$ cat src/sv/dta_pkg.sv
// Shared types and constants for the table-driven DFA acceptor.
`timescale 1ns / 1ps

package dta_pkg;

    localparam int STATE_W         = 4;
    localparam int SYM_W           = 8;
    localparam int OP_W            = 2;
    localparam int MASK_W          = 16;
    localparam int CFG_IDX_W       = 2;
    localparam int MAX_STATES      = 1 << STATE_W;
    localparam int NUM_STATES_DEF  = 16;
    localparam int SYMBOL_BITS_DEF = 8;

    localparam logic [CFG_IDX_W-1:0] CFG_START_STATE = 2'd0;
    localparam logic [CFG_IDX_W-1:0] CFG_FINAL_MASK  = 2'd1;

    typedef enum logic [OP_W-1:0] {
        OP_WRITE  = 2'd0,
        OP_FEED   = 2'd1,
        OP_FINISH = 2'd2
    } op_t;

    typedef struct packed {
        logic               vld;
        logic [STATE_W-1:0] nxt;
    } entry_t;

    typedef struct packed {
        logic [STATE_W-1:0] cur;
        logic               live;
        logic               at_start;
    } dfa_state_t;

    typedef struct packed {
        logic wr_en;
        logic rd_en;
    } tbl_ctl_t;

endpackage

$ cat src/sv/dta_engine.sv
// Lookup stage, automaton state, and output register of the acceptor.
`timescale 1ns / 1ps

module dta_engine
    import dta_pkg::*;
#(
    parameter  int NUM_STATES  = NUM_STATES_DEF,
    parameter  int SYMBOL_BITS = SYMBOL_BITS_DEF,
    localparam int TBL_STATES  = (NUM_STATES < MAX_STATES) ? NUM_STATES : MAX_STATES,
    localparam int IDX_BITS    = $clog2(TBL_STATES),
    localparam int ADDR_BITS   = IDX_BITS + SYMBOL_BITS
)
(
    input  logic                 clk,
    input  logic                 rst_n,
    input  logic                 in_valid,
    output logic                 in_ready,
    input  logic [OP_W-1:0]      operation,
    input  logic [STATE_W-1:0]   from_state,
    input  logic [SYM_W-1:0]     symbol,
    input  logic [STATE_W-1:0]   to_state,
    input  logic                 to_valid,
    input  logic                 last,
    input  logic [STATE_W-1:0]   start_state,
    input  logic [MASK_W-1:0]    final_mask,
    input  logic                 tbl_busy,
    output tbl_ctl_t             tbl_ctl,
    output logic [ADDR_BITS-1:0] wr_addr,
    output entry_t               wr_data,
    output logic [ADDR_BITS-1:0] rd_addr,
    input  entry_t               rd_data,
    output logic                 out_valid,
    input  logic                 out_ready,
    output logic [STATE_W-1:0]   state_now,
    output logic                 alive,
    output logic                 word_done,
    output logic                 accepted
);

    localparam logic [STATE_W:0] TBL_LIMIT = (STATE_W + 1)'(TBL_STATES);

    logic               s2_vld_reg;
    logic               s2_vld_next;
    op_t                s2_op_reg;
    logic               s2_last_reg;
    dfa_state_t         arch_reg;
    dfa_state_t         arch_next;
    logic               out_vld_reg;
    logic               out_vld_next;
    logic [STATE_W-1:0] out_state_reg;
    logic               out_alive_reg;
    logic               out_done_reg;
    logic               out_acc_reg;

    logic               out_load;
    logic               s2_adv;
    logic               in_xfer;
    dfa_state_t         work;
    dfa_state_t         post;
    dfa_state_t         pre;
    logic               done;
    logic [STATE_W-1:0] look_state;
    op_t                in_op;

    assign in_op    = op_t'(operation);
    assign out_load = !out_vld_reg || out_ready;
    assign s2_adv   = s2_vld_reg && out_load;
    assign in_ready = !tbl_busy && (!s2_vld_reg || out_load);
    assign in_xfer  = in_valid && in_ready;

    // resolve the item in the lookup stage against the table read data
    always_comb
    begin
        work = arch_reg;
        done = 1'b0;
        unique case (s2_op_reg)
            OP_FEED, OP_FINISH:
            begin
                if (work.at_start)
                begin
                    work.cur      = start_state;
                    work.live     = 1'b1;
                    work.at_start = 1'b0;
                end
                if ((s2_op_reg == OP_FEED) && work.live)
                begin
                    if (({1'b0, work.cur} < TBL_LIMIT) && rd_data.vld)
                    begin
                        work.cur = rd_data.nxt;
                    end
                    else
                    begin
                        work.live = 1'b0;
                    end
                end
                done = (s2_op_reg == OP_FINISH) || s2_last_reg;
            end
            default:
            begin
            end
        endcase
        post = work;
        if (done)
        begin
            post.cur      = start_state;
            post.live     = 1'b1;
            post.at_start = 1'b1;
        end
    end

    // state seen by the incoming item: forwarded from the lookup stage when it holds an item, else the held state
    assign pre        = s2_vld_reg ? post : arch_reg;
    assign look_state = pre.at_start ? start_state : pre.cur;

    assign rd_addr = {look_state[IDX_BITS-1:0], symbol[SYMBOL_BITS-1:0]};
    assign wr_addr = {from_state[IDX_BITS-1:0], symbol[SYMBOL_BITS-1:0]};
    assign wr_data = '{vld: to_valid, nxt: to_state};

    always_comb
    begin
        tbl_ctl.wr_en = in_xfer && (in_op == OP_WRITE) && ({1'b0, from_state} < TBL_LIMIT);
        tbl_ctl.rd_en = in_xfer && (in_op == OP_FEED);
    end

    always_comb
    begin
        s2_vld_next = s2_vld_reg;
        if (in_xfer)
        begin
            s2_vld_next = 1'b1;
        end
        else if (s2_adv)
        begin
            s2_vld_next = 1'b0;
        end
        arch_next = s2_adv ? post : arch_reg;
        out_vld_next = out_vld_reg;
        if (s2_adv)
        begin
            out_vld_next = 1'b1;
        end
        else if (out_ready)
        begin
            out_vld_next = 1'b0;
        end
    end

    always_ff @(posedge clk or negedge rst_n)
    begin
        if (!rst_n)
        begin
            s2_vld_reg  <= 1'b0;
            out_vld_reg <= 1'b0;
            arch_reg    <= '{cur: '0, live: 1'b1, at_start: 1'b1};
        end
        else
        begin
            s2_vld_reg  <= s2_vld_next;
            out_vld_reg <= out_vld_next;
            arch_reg    <= arch_next;
        end
    end

    always_ff @(posedge clk)
    begin
        if (in_xfer)
        begin
            s2_op_reg   <= in_op;
            s2_last_reg <= last;
        end
        if (s2_adv)
        begin
            out_state_reg <= work.cur;
            out_alive_reg <= work.live;
            out_done_reg  <= done;
            out_acc_reg   <= done && work.live && final_mask[work.cur];
        end
    end

    assign out_valid = out_vld_reg;
    assign state_now = out_state_reg;
    assign alive     = out_alive_reg;
    assign word_done = out_done_reg;
    assign accepted  = out_acc_reg;

endmodule

$ cat config.mk
export PLATFORM = sky130hd
export DESIGN_NAME = dta_engine
export DESIGN_NICKNAME = d
export VERILOG_FILES = /design/src/sv/dta_pkg.sv /design/src/sv/dta_engine.sv
export SDC_FILE = /design/constraint.sdc
export NUM_CORES = 1
export LEC_CHECK = 0
export BUFFER_PORTS_ARGS = -buffer_cell sky130_fd_sc_hd__buf_2
export CAP_MARGIN = 10
export CORE_MARGIN = 2
export CORE_UTILIZATION = 41
export DETAILED_ROUTE_END_ITERATION = 10
export PLACE_DENSITY = 0.79
export SETUP_SLACK_MARGIN = 0.5
export SYNTH_ARGS = -nofsm -noshare
export SYNTH_HDL_FRONTEND = slang
export SYNTH_SLANG_ARGS = --single-unit
$ cat constraint.sdc
create_clock -name clk -period 2.6 [get_ports clk]
set_clock_uncertainty 0.2 [all_clocks]
set_input_delay 0.26 -clock clk [delete_from_list [all_inputs] [get_ports clk]]
set_output_delay 0.26 -clock clk [all_outputs]
set_load 0.1 [all_outputs]
==> results of run 1 <==
==> what timing repair did <==
action                                  4_1_cts  5_1_grt
setup buffers                                11        0
endpoints found under the hold margin         9        0
resized for setup                            18       13
endpoints found under the setup margin       10       10
pin swaps                                     7       10
hold buffers                                  2        0
==> worst reg2reg max path: stages (launching register included) <==
cell and delay, ns:
edfxtp_1 0.45, ha_4 0.29, buf_12 0.14, buf_4 0.15
nand4b_1 0.21, a32oi_1 0.23, o211ai_1 0.16, o2111ai_1 0.27
a311o_1 0.18, o22ai_2 0.07
==> logic make-up (layout without fill, tap and decap cells) <==
family	Yosys count	in the layout	synth area share
fa+ha+maj	2	2	0.01517
simple gates	58	58	0.1768
mux	12	12	0.07587
flops	18	18	0.3050
buf+inv	44	87	0.1624
compound gates	56	56	0.2648
==> power by group <==
part	total, W	switching (W)	internal, W
clock network	0.000205	0.0000964	0.000109
registers	0.000465	0.0000915	0.000373
logic	0.00125	0.000754	0.000499
total	0.00192	0.000942	0.000982
==> area by class of cell <==
| cell class | instances | area (µm²) | share of cell area |
|---|---|---|---|
| flip-flops and latches | 18 | 506.7 | 0.2169 |
| clock buffers | 4 | 45.04 | 0.01928 |
| inverters | 11 | 46.29 | 0.01982 |
| well taps | 50 | 62.56 | 0.02678 |
| multi-input cells | 128 | 1136 | 0.4863 |
| repair buffers | 72 | 539.3 | 0.2309 |
==> metrics by stage <==
step | power, W | utilization | area [µm²] | setup WS [ns] | std cells
6_report | 0.001924 | 0.5925 | 2336 | -0.02035 | 283
5_1_grt | 0.002017 | 0.5925 | 2336 | -0.08354 | 283
4_1_cts | 0.001858 | 0.5760 | 2271 | 0.01235 | 283
3_5_place_dp | 0.001561 | 0.5176 | 2041 | 0.06058 | 266
3_3_place_gp | 0.001551 | 0.5176 | 2041 | 0.08804 | 266
2_1_floorplan | 0.001429 | - | 1829 | -0.2873 | 190
==> synthesized netlist by cell type (all sizes together) <==
master,instances,area [µm²]
nor2b,2,12.51
o22ai,1,12.51
a21oi,10,53.80
a22oi,3,22.52
nor3,2,10.01
o221ai,1,15.01
nor2,20,77.58
and4,1,8.760
a31o,1,8.760
a311o,1,10.01
a221o,1,10.01
o2111ai,3,32.53
a2111oi,1,10.01
and3,4,25.02
nor3b,2,15.01
a211oi,2,15.01
nand2,15,58.81
o31ai,2,15.01
a32oi,5,51.30
o211a,1,10.01
mux2i,8,80.08
clkbuf,2,8.750
buf,31,217.7
dfrtp,6,150.1
nand4b,2,17.52
a32o,2,20.02
a21o,2,15.01
or4b,1,10.01
a31oi,4,31.28
inv,11,41.29
and3b,1,8.760
nand3,3,15.01
nand4,1,6.260
o311ai,1,8.760
nand2b,3,18.77
mux2,4,45.04
ha,2,25.02
o21ai,11,55.05
and2b,1,7.510
a41o,1,10.01
o211ai,1,7.510
edfxtp,10,300.3
dfstp,2,52.55
a2111o,2,22.52
==> worst paths after layout <==
kind	from	endpoint	slack, ns	cells past startpoint
setup / recovery	s2_op_reg[0]$_DFFE_PP_	rd_addr[8]	-0.02	8
max in group asynchronous	rst_n	arch_reg[0]$_DFFE_PN1P_	1.77	2
hold reg to reg	arch_reg[1]$_DFFE_PN1P_	arch_reg[1]$_DFFE_PN1P_	0.39	2
hold / removal	operation[0]	s2_op_reg[0]$_DFFE_PP_	0.05	1
setup reg to reg	s2_op_reg[1]$_DFFE_PP_	accepted$_DFFE_PP_	0	9
min in group asynchronous	rst_n	arch_reg[5]$_DFFE_PN0P_	0.18	2
==> routing by layer <==
layer  vias to the layer above  track usage
met5                         -            0
met4                         0      0.09184
met3                        10      0.04000
met2                        88       0.4097
met1                       776       0.2568
li1                        769            -
==> reports/metrics.csv, run 1 <==
stage,metric,value,unit
run_status,status,"finished, violations left",
run_status,violations,setup timing,
route,vias_per_cell,5.806,
cts,cts_tree,yes,
sta,hold_viol,0,
route,met1Wirelength,1.836,mm
finish,finalNetCount,286,
critical_path,start_kind,register,
critical_path,crit_buf_inv,3,
route,firstDrtPassIters,4,
synthesis,netlist_area,1649,µm²
place,gp_congestion,0.9291,
cts,clkSinkCount,18,
synthesis,ys_ff_latch,18,
critical_path,worst_ep_required_time,2.14,ns
sta,report.final.slew_viol_count,0,
cts,cts_buffers,3,
critical_path,path_max_fanout,5,
power,pwr_density_cell,823.6,nW/µm²
critical_path,cp_top_family,compound AO/OA/AOI/OAI gates,
route,wl_per_cell,16.86,µm
die,die_x,67.42,µm
die,die_h,67.42,µm
sta,relSlewSlack,0.5421,
cts,h-tree-depth,1,
die,rows,23,
route,drcViolationCount,0,
finish,fill_cells,330,
sta,hold_ws,0.04610,ns
global_route,grt_pass1_vias,1684,
critical_path,critPathMostFrequentCell,buf_6,
sta,tightest_slew,0.6843,ns
synthesis,yosysSeqAreaShare,0.3050,
die,initial_core_util,0.4183,
critical_path,crit_type,register to output port,
synthesis,ys_types,52,
synthesis,syn_nets,242,
critical_path,worstPathArrival,2.16,ns
synthesis,synthCells,190,
place,hpwl,3.366,mm
cts,cts.path.max_buffers,2,
sta,period_share,1.008,
route,wl_met2,2.488,mm
min_path,hold_class,primary input to register,
finish,syn2layout_area_growth,41.65,%
finish,largest_reg_flops,6,
sta,setup_viol,2,
sta,setup_tns,-0.03387,ns
global_route,antenna_found_initial,0,
sta,period_needed,2.620,ns
cts,clock_latency,0.25,ns
power,power.leakage,1.016,nW
synthesis,yosysWarnings,0,
route,drtIter0Drc,127,
route,routed.top_layer,met4,
route,route.met3.wl,379,µm
critical_path,crit_chain,buf_6 -> ha_4 -> a31oi_2 -> a32oi_2 -> and3_4 -> buf_6 -> o311ai_4 -> buf_12,
job,maxCapViolCount,0,
cts,cts.clk_slew.worst_paths,0.06,ns
critical_path,endpoint_kind,output port,
global_route,overflow,0,
die,coreArea,3943,µm²
sta,max_freq,0.3816,GHz
critical_path,crit_path_max_incr_delay,0.42,ns
power,worst_ir_drop_vdd,0.0004939,V
finish,drive_above_1_share,0.5107,
place,port_buffers,47,
global_route,grt_usage,0.2245,
cts,cts_root_buf,clkbuf_8,
global_route,grt_max_degree,14,
die,num_io_pins,90,
finish,layout_common_cells,"buf_2, nor2_1, buf_4",
sta,setup_slack,-0.02035,ns
die,die_area,4545,µm²
finish,antennaDiodeCount,0,
route,num_vias,1643,
synthesis,syn_avg_cell_area,8.679,µm²
finish,mostFrequentLayoutCell,buf_2,
critical_path,crit_path_top_delay_cell,edfxtp_1,
route,wl,4.772,mm
route,postRouteAntennaNets,0,
global_route,grt_pass1_wl,7.686,mm
sta,rsz0062_at_grt,yes,
(Power assumes the default switching activity.)
==> inputs of run 2 (changes only) <==
Clock period 2.6 ns to 2.3 ns, I/O delays scaled along.
==> reports/metrics.csv, run 2 (synthesis results as in run 1) <==
stage,metric,value,unit
critical_path,crit_chain,inv_2 -> ha_4 -> buf_4 -> or4b_4 -> o221ai_4 -> buf_6 -> o21ai_4 -> buf_12,
sta,setup_viol,6,
sta,tightest_slew,0.4849,ns
critical_path,crit_type,register to output port,
finish,design_area,2789,µm²
critical_path,worstPathArrival,2.16,ns
place,gp_congestion,0.9172,
die,die_h,67.42,µm
run_status,violations,setup timing,
cts,clkSinkCount,18,
cts,cts.path.max_buffers,2,
sta,rsz0062_at_grt,yes,
cts,clock_latency,0.26,ns
sta,hold_viol,0,
cts,cts_root_buf,clkbuf_8,
critical_path,crit_buf_inv,4,
die,coreArea,3943,µm²
cts,cts_buffers,3,
finish,layout_common_cells,"buf_2, buf_4, buf_6",
route,vias_per_cell,5.556,
sta,max_freq,0.3865,GHz
power,worst_ir_drop_vdd,0.0005180,V
finish,mostFrequentLayoutCell,buf_2,
finish,fill_cells,312,
route,wl_per_cell,17.27,µm
global_route,grt_pass1_vias,1708,
route,drtIter0Drc,96,
critical_path,crit_path_top_delay_cell,or4b_4,
place,hpwl,3.861,mm
die,initial_core_util,0.4183,
critical_path,start_kind,register,
job,maxCapViolCount,0,
route,num_vias,1778,
route,drcViolationCount,0,
die,die_x,67.42,µm
min_path,hold_class,primary input to register,
sta,period_needed,2.587,ns
cts,cts.clk_slew.worst_paths,0.06,ns
die,die_area,4545,µm²
finish,drive_above_1_share,0.6259,
power,power.leakage,1.234,nW
sta,relSlewSlack,0.6790,
sta,period_share,1.125,
critical_path,cp_top_family,buffers and inverters,
finish,antennaDiodeCount,0,
cts,h-tree-depth,1,
global_route,grt_max_degree,11,
finish,syn2layout_area_growth,69.12,%
global_route,overflow,0,
place,port_buffers,47,
finish,finalNetCount,323,
sta,report.final.slew_viol_count,0,
global_route,grt_usage,0.2427,
route,postRouteAntennaNets,0,
place,post-place-ws,-0.2131,ns
die,num_io_pins,90,
global_route,grt_pass1_wl,8.086,mm
critical_path,endpoint_kind,output port,
die,rows,23,
power,pwr_density_cell,910.9,nW/µm²
critical_path,worst_ep_required_time,1.87,ns
cts,cts_tree,yes,
critical_path,path_max_fanout,6,
global_route,antenna_found_initial,0,
run_status,status,"finished, violations left",
route,firstDrtPassIters,4,
place,place_area,2356,µm²
critical_path,crit_path_max_incr_delay,0.53,ns
sta,setup_slack,-0.2874,ns
route,wl,5.527,mm
sta,hold_ws,0.01321,ns
finish,largest_reg_flops,6,
sta,setup_tns,-1.401,ns
run 2: final timing paths:
kind	from	endpoint	slack (ns)	cells after the start
min reg2reg	arch_reg[3]$_DFFE_PN0P_	arch_reg[3]$_DFFE_PN0P_	0.35	2
min in group asynchronous	rst_n	arch_reg[2]$_DFFE_PN0P_	0.16	2
max	s2_op_reg[0]$_DFFE_PP_	rd_addr[11]	-0.29	8
min	operation[0]	s2_op_reg[0]$_DFFE_PP_	0.01	1
max in group asynchronous	rst_n	arch_reg[0]$_DFFE_PN1P_	1.48	2
max reg2reg	s2_op_reg[0]$_DFFE_PP_	accepted$_DFFE_PP_	-0.24	9
run 2: what timing repair did:
item	CTS	global route
hold buffers	2	0
buffers inserted	14	1
gates resized for setup	40	20
hold endpoints to repair	9	0
pin swaps	14	10
endpoints found under the setup margin	18	26
run 2: layer usage:
layer	vias to the layer above	GRT usage	wire length (µm)
met2	70	0.4257	2829
li1	845	-	-
met3	12	0.06667	390
met1	851	0.2904	2244
met4	0	0.06633	62
met5	-	0	0
run 2: area by class of cell:
type | count | area, µm² | share of cell area
multi-input cells | 128 | 1211 | 0.4343
repair buffers | 109 | 914.6 | 0.3280
flip-flops and latches | 18 | 506.7 | 0.1817
well taps | 50 | 62.56 | 0.02243
inverters | 11 | 48.80 | 0.01750
clock buffers | 3 | 41.29 | 0.01480
clock inverters | 1 | 3.754 | 0.001346
run 2: report_power, final:
group	leakage (nW)	switching, W	total (W)	internal, W
clock	0.0231	0.000109	0.000228	0.000119
sequential	0.186	0.0000910	0.000513	0.000422
combinational	1.03	0.000970	0.00180	0.000829
total	1.23	0.00117	0.00254	0.00137
run 2: stage by stage:
| step | total power, W | util | instances |
|---|---|---|---|
| 2_1_floorplan | 0.001675 | - | 190 |
| 3_3_place_gp | 0.001977 | 0.5976 | 299 |
| 3_5_place_dp | 0.001997 | 0.5976 | 299 |
| 4_1_cts | 0.002459 | 0.6868 | 319 |
| 5_1_grt | 0.002653 | 0.7074 | 320 |
| 6_report | 0.002540 | 0.7074 | 320 |
run 2: worst register-to-register path, cell delays in order (launching register included):
cell and delay [ns]:
edfxtp_1 0.42, inv_2 0.09, ha_4 0.21, buf_4 0.15, or4b_4 0.53, o221ai_4 0.11
buf_6 0.13, o2111ai_1 0.12, a311o_1 0.30, o22ai_2 0.14
